**src/isort_pkg.sv**
```systemverilog
`timescale 1ns / 1ps
// ----------------------------------------------------------------------------
// isort_pkg
// shared constants and types for the insertion sorter cell chain
// ----------------------------------------------------------------------------
package isort_pkg;

    localparam int StoreDepth = 16;
    localparam int ValueWidth = 32;

    typedef logic signed [ValueWidth-1:0] value_t;

    // what one cell shows its neighbours
    typedef struct packed {
        value_t value;
        logic   valid;
        logic   move;
    } cell_link_t;

    // broadcast control from the top level to every cell
    typedef struct packed {
        logic   insert;
        logic   shift;
        value_t sample;
    } cell_ctl_t;

endpackage

```
**src/isort_cell.sv**
```systemverilog
`timescale 1ns / 1ps
// ----------------------------------------------------------------------------
// isort_cell
// one slot of the sorting chain: compares against the broadcast word and
// takes its lower neighbour's word or the new word on insertion, or its
// upper neighbour's word while the set is read out
// ----------------------------------------------------------------------------
module isort_cell
(
    input  logic                   clk,
    input  logic                   rst_n,
    input  isort_pkg::cell_ctl_t   ctl,
    input  isort_pkg::cell_link_t  prev,
    input  isort_pkg::cell_link_t  next,
    output isort_pkg::cell_link_t  link
);

    isort_pkg::value_t value_reg;
    isort_pkg::value_t value_next;
    logic              valid_reg;
    logic              valid_next;
    logic              move;

    // strictly greater, so equal words stay ahead of the new one
    assign move = !valid_reg || (value_reg > ctl.sample);

    always_comb
    begin
        value_next = value_reg;
        valid_next = valid_reg;
        if (ctl.shift)
        begin
            value_next = next.value;
            valid_next = next.valid;
        end
        else if (ctl.insert)
        begin
            if (move)
            begin
                value_next = prev.move ? prev.value : ctl.sample;
            end
            valid_next = valid_reg | prev.valid;
        end
    end

    always_ff @(posedge clk or negedge rst_n)
    begin
        if (!rst_n)
        begin
            valid_reg <= 1'b0;
        end
        else
        begin
            valid_reg <= valid_next;
        end
    end

    always_ff @(posedge clk)
    begin
        value_reg <= value_next;
    end

    assign link.value = value_reg;
    assign link.valid = valid_reg;
    assign link.move  = move;

endmodule

```
**src/insertion_sorter_core.sv**
```systemverilog
`timescale 1ns / 1ps
// ----------------------------------------------------------------------------
// insertion_sorter_core
// streaming insertion sorter for signed 32-bit words built as a chain of cells
// ----------------------------------------------------------------------------
// Words arrive one per cycle while a set is collected: every cell compares the
// new word at once and the chain opens a gap at its ascending position. Once
// the word marked end_of_set is taken, the input stalls and the set leaves
// from the head of the chain, one word per cycle unless the output stalls;
// input is taken again in the cycle after the final word leaves. The chain
// holds 16 words; further words of a set are dropped and every output word
// of that set carries overflow_seen.
module insertion_sorter_core
(
    input  logic        clk,
    input  logic        rst_n,
    input  logic        sample_valid,
    output logic        sample_stall,
    input  logic [31:0] sample_value,
    input  logic        end_of_set,
    output logic        sorted_valid,
    input  logic        sorted_stall,
    output logic [31:0] sorted_value,
    output logic        final_item,
    output logic        overflow_seen
);

    localparam int Depth = isort_pkg::StoreDepth;

    isort_pkg::cell_link_t link [Depth];
    isort_pkg::cell_link_t head_tie;
    isort_pkg::cell_link_t tail_tie;
    isort_pkg::cell_ctl_t  ctl;

    logic emitting_reg;
    logic emitting_next;
    logic dropped_reg;
    logic dropped_next;
    logic in_take;
    logic out_take;
    logic full;

    assign full     = link[Depth-1].valid;
    assign in_take  = sample_valid && !sample_stall;
    assign out_take = sorted_valid && !sorted_stall;

    // head acts as an always-valid neighbour that never moves
    assign head_tie.value = '0;
    assign head_tie.valid = 1'b1;
    assign head_tie.move  = 1'b0;
    assign tail_tie.value = '0;
    assign tail_tie.valid = 1'b0;
    assign tail_tie.move  = 1'b1;

    assign ctl.insert = in_take && !full;
    assign ctl.shift  = out_take;
    assign ctl.sample = $signed(sample_value);

    genvar gi;
    generate
        for (gi = 0; gi < Depth; gi++)
        begin : g_cell
            if (gi == 0)
            begin : g_head
                isort_cell u_cell
                (
                    .clk   (clk),
                    .rst_n (rst_n),
                    .ctl   (ctl),
                    .prev  (head_tie),
                    .next  (link[gi+1]),
                    .link  (link[gi])
                );
            end
            else if (gi == Depth - 1)
            begin : g_tail
                isort_cell u_cell
                (
                    .clk   (clk),
                    .rst_n (rst_n),
                    .ctl   (ctl),
                    .prev  (link[gi-1]),
                    .next  (tail_tie),
                    .link  (link[gi])
                );
            end
            else
            begin : g_mid
                isort_cell u_cell
                (
                    .clk   (clk),
                    .rst_n (rst_n),
                    .ctl   (ctl),
                    .prev  (link[gi-1]),
                    .next  (link[gi+1]),
                    .link  (link[gi])
                );
            end
        end
    endgenerate

    always_comb
    begin
        emitting_next = emitting_reg;
        dropped_next  = dropped_reg;
        if (in_take)
        begin
            if (full)
            begin
                dropped_next = 1'b1;
            end
            if (end_of_set)
            begin
                emitting_next = 1'b1;
            end
        end
        if (out_take && final_item)
        begin
            emitting_next = 1'b0;
            dropped_next  = 1'b0;
        end
    end

    always_ff @(posedge clk or negedge rst_n)
    begin
        if (!rst_n)
        begin
            emitting_reg <= 1'b0;
            dropped_reg  <= 1'b0;
        end
        else
        begin
            emitting_reg <= emitting_next;
            dropped_reg  <= dropped_next;
        end
    end

    // the head cell is the output word register while emitting
    assign sample_stall  = emitting_reg;
    assign sorted_valid  = emitting_reg;
    assign sorted_value  = link[0].value;
    assign final_item    = !link[1].valid;
    assign overflow_seen = dropped_reg;

endmodule
```
**config.mk**
```make
export PLATFORM = sky130hd
export DESIGN_NAME = insertion_sorter_core
export DESIGN_NICKNAME = d
export VERILOG_FILES = /design/src/isort_pkg.sv /design/src/isort_cell.sv /design/src/insertion_sorter_core.sv
export SDC_FILE = /design/constraint.sdc
export NUM_CORES = 2
export LEC_CHECK = 0
export BUFFER_PORTS_ARGS = -buffer_cell sky130_fd_sc_hd__buf_2
export CAP_MARGIN = 20
export CORE_ASPECT_RATIO = 1.1
export CORE_MARGIN = 1
export CORE_UTILIZATION = 40
export CTS_CLUSTER_SIZE = 30
export DETAILED_ROUTE_END_ITERATION = 10
export SYNTH_ARGS = -nofsm -noshare
export SYNTH_HDL_FRONTEND = slang
export SYNTH_SLANG_ARGS = --single-unit
export TNS_END_PERCENT = 50
```
**constraint.sdc**
```tcl
create_clock -name clk -period 8.6 [get_ports clk]
set_input_delay 0.86 -clock clk [delete_from_list [all_inputs] [get_ports clk]]
set_output_delay 0.86 -clock clk [all_outputs]
set_load 0.005 [all_outputs]
```
==> key figures <==
CTS
  • CTS tree: done
  • Skew-Pair Late Insertion Delay: around 0.67 ns
  • CTS Hold Bufs: 0
  • Clock root cell: clkbuf_16
  • H-tree levels: 2
  • Maximum clock path buffer count: 3
  • # resized after CTS: 0
  • # Post-CTS Setup Buffers: 0
  • Clock slew at reported path FFs: around 0.060 ns
  • Sink Count: 530
  • CTS buffer count: around 60

Layout
  • Final nets: about 4200
  • Largest register FFs: roughly 450
  • Fraction of layout cells with a size suffix above 1: under 10%
  • Area grow syn2layout: 9.19%

Setup path
  • CP endpoint kind: register
  • Most used cell, CP: buf_4
  • Worst path slowest cell: a2111o_1
  • Worst setup path class: primary input to register
  • Worst path bufs/invs: 4
  • CP required: 8.91 ns
  • CP Launch Type: primary input
  • CP Max Fanout: 34
  • Critical Path AT: 4.86 ns
  • Delay-heaviest family, CP: compound AO/OA/AOI/OAI gates
  • CP Cell Sequence: buf_2, inv_1, ha_1, a21oi_1, o21ai_1, a221o_1, a2111o_1, a2111oi_4, a311oi_4, buf_4, o21ai_4, buf_4
  • Peak per-stage delay on the critical path: 0.56 ns

Timing
  • Minimum clock period: roughly 4.6 ns
  • Slew Limit Headroom: 31.1%
  • Final hold violations: 0
  • RSZ-0062 raised after global routing: no
  • Achievable Freq: roughly 220 MHz
  • Worst-Margin Slew: approximately 1.0 ns
  • Clock Skews: ~0.035 ns
  • Tcrit/Tclk final: a little over half
  • Total negative slack: 0 ns
  • Final Slew Violations: 0
  • Final Setup Violations: 0
  • Final WS setup: just over 4 ns

Global routing
  • Initial antenna violation count: 6
  • Gr usage total: around a quarter
  • Vias in the first global route: roughly 28000
  • GR Layer Usage met1: approximately 33%
  • Most used routing layer: met2
  • Met2 usage: a little under two fifths
  • Total congestion overflow: 0
  • Global-route wire length before repair: ~170000 um
  • Largest net degree at the start of global routing: 200
  • GR Util met3: approximately 2.4%

Placed design
  • Final estimated routing congestion in global placement: slightly below 0.9
  • Post-detail-place hpwl: 78600 um
  • Port bufs: 72
  • DP Worst Slack: about 3.4 ns

Die
  • Die Wd: ~290 um
  • Full die area: roughly 90000 sq um
  • Die Ht: 318 um
  • FP Rows: about 120
  • Core Box Area: around 90000 sq um
  • # IOs: between 70 and 80
  • Initial Utilization: 40.6%

Yosys
  • Avg Cell Area, Syn: just under 10 sq um
  • Commonest register cell after synthesis: edfxtp_1
  • Gate Count Post-Synth: 3744
  • Xor/xnor cell area share of the yosys netlist: 0%
  • Post-synthesis compound-gate area fraction: between 10% and 20%
  • Synthesized area: around 36000 sq um
  • Ys async rst share: 3.40%
  • Post-synth EDFFs: 480
  • Sequential share of the synthesized area: approximately 43%
  • Synth cell types: 64
  • Simple-gate portion of the synthesized area: roughly 17%
  • Synthesis-stage register bit count: 530
  • Largest family of logic cells by synthesized area: simple AND/OR/NAND/NOR gates
  • Fraction of synthesized area in multiplexers: about 2.7%
  • Syn_nets: 4261
  • Post-synthesis adder-cell area fraction: 16.5%
  • Yosys warns: 0

Route
  • DRC: 0
  • Wire per inst: around 22 um
  • Via count: between 20000 and 30000
  • DRT iter0 DRCs: just under 3000
  • Antenna Violating Nets Remaining: 0
  • Total wire length: around 110000 um
  • Drt via density: between 6 and 7
  • DR pass1 iterations: 6

Power and ir drop
  • Sw Ratio: 43.5%
  • Comb pwr share: between 40% and 50%
  • Reg power frac: between 30% and 40%
  • Lkg Pwr: approximately 15 nW
  • Psw: about 7.1 mW
  • Pwr dens: about 410 nW/um^2
  • Worst vdd ir: 0.340 mV
  • Internal power: around 9.3 mW
  • Clock power frac: between 15 and 20%

Min path
  • Hold Crit Class: primary input to async pin

Flow run
  • # Max-Cap Violations: 0

Status
  • Status: completed
==> final timing paths <==
check | cells past startpoint | slack (ns) | start | endpoint
max reg2reg | 11 | 4.49 | g_cell[2].g_mid.u_cell.value_reg[31] | g_cell[2].g_mid.u_cell.value_reg[8]
min | 1 | 0.17 | rst_n | g_cell[8].g_mid.u_cell.valid_reg
min reg2reg | 2 | 0.46 | g_cell[15].g_tail.u_cell.value_reg[15] | g_cell[15].g_tail.u_cell.value_reg[15]
max in group asynchronous | 1 | 8.06 | rst_n | g_cell[0].g_head.u_cell.valid_reg
max | 12 | 4.05 | sample_value[19] | g_cell[14].g_mid.u_cell.value_reg[7]
min in group clk | 2 | 0.46 | g_cell[15].g_tail.u_cell.value_reg[15] | g_cell[15].g_tail.u_cell.value_reg[15]
==> cell families (layout without fill, tap and decap cells) <==
logic type               count (synthesis)  after routing
other                                    0              1
adder cells (fa/ha/maj)                480            480
buffers and inverters                  332            325
AO/OA/AOI/OAI                          944            944
AND/OR/NAND/NOR                       1363           1363
multiplexers                            95             95
flip-flops                             530            530
==> area by class of cell <==
type | count | area [sq um]
clock buffers | 85 | 1710
fillers | 8612 | 50000
diodes | 1 | 2.50
repair buffers | 139 | 938
well taps | 1170 | 1460
clock inverters | 27 | 189
flip-flops and latches | 530 | 15500
multi-input cells | 2882 | 19700
inverters | 74 | 278
==> cells in the final DEF, fill, tap and decap left out, types with 73 or more instances in the layout <==
cell type	netlist	final
edfxtp_1	480	480
o211ai_1	440	440
inv_1	74	74
o21ai_0	93	92
nand3_1	467	467
nand4_1	104	104
nand2_1	663	663
a21oi_1	228	227
buf_2	12	73
ha_1	480	480
==> per-layer routing <==
| layer | vias to the layer above | wire [um] |
|---|---|---|
| met3 | 155 | 5860 |
| met5 | - | 49 |
| met2 | 920 | 51700 |
| met4 | 8 | 3200 |
| li1 | 14300 | - |
| met1 | 14300 | 48500 |
==> synth_stat cells, types with 4 or more instances <==
master | n | share of area (%)
and4_1 | 17 | 0.41
buf_2 | 12 | 0.16
a21oi_1 | 228 | 3.1
and3b_1 | 6 | 0.14
a211o_1 | 4 | 0.096
mux2i_1 | 63 | 1.7
edfxtp_1 | 480 | 40
nor2b_1 | 19 | 0.33
a21o_1 | 54 | 1.1
nor3_1 | 27 | 0.37
dfrtp_1 | 18 | 1.2
clkbuf_1 | 206 | 2.1
and3_1 | 4 | 0.069
buf_1 | 27 | 0.28
nor2_1 | 18 | 0.19
a2111o_1 | 9 | 0.28
inv_1 | 74 | 0.76
nand3_1 | 467 | 6.4
o21ai_0 | 93 | 1.3
dfxtp_1 | 32 | 1.8
o211ai_1 | 440 | 9.1
nand2_1 | 663 | 6.8
ha_1 | 480 | 16
a21boi_0 | 6 | 0.12
mux2_1 | 29 | 0.90
clkbuf_8 | 4 | 0.15
nand4_1 | 104 | 1.8
o21ai_1 | 62 | 0.85
o221ai_1 | 12 | 0.29
a211oi_1 | 16 | 0.33
nor4_1 | 15 | 0.26
a221o_1 | 4 | 0.11
==> power groups by stage <==
stage / Combinational [mW] / Clock, mW / Sequential, mW
2_1_floorplan: 5.66 / 0 / 5.72
3_3_place_gp: 7.35 / 0 / 6.29
3_5_place_dp: 7.58 / 0 / 6.29
4_1_cts: 7.60 / 2.60 / 6.24
5_1_grt: 8.55 / 2.69 / 6.43
6_report: 7.61 / 2.56 / 6.27
==> metrics by stage <==
| stage | std cells | total power [mW] | cell area, sq um | util (%) | hold slack, ns |
|---|---|---|---|---|---|
| floorplan | 3744 | 11.4 | 36400 | - | 0.440 |
| global placement | 4792 | 13.6 | 37800 | 42.1 | 0.447 |
| detailed placement | 4794 | 13.9 | 37800 | 42.2 | 0.453 |
| CTS | 4906 | 16.4 | 39700 | 44.3 | 0.151 |
| global route | 4907 | 17.7 | 39800 | 44.3 | 0.190 |
| finish | 4908 | 16.4 | 39800 | 44.3 | 0.170 |
Power figures use the tool's default switching activity.
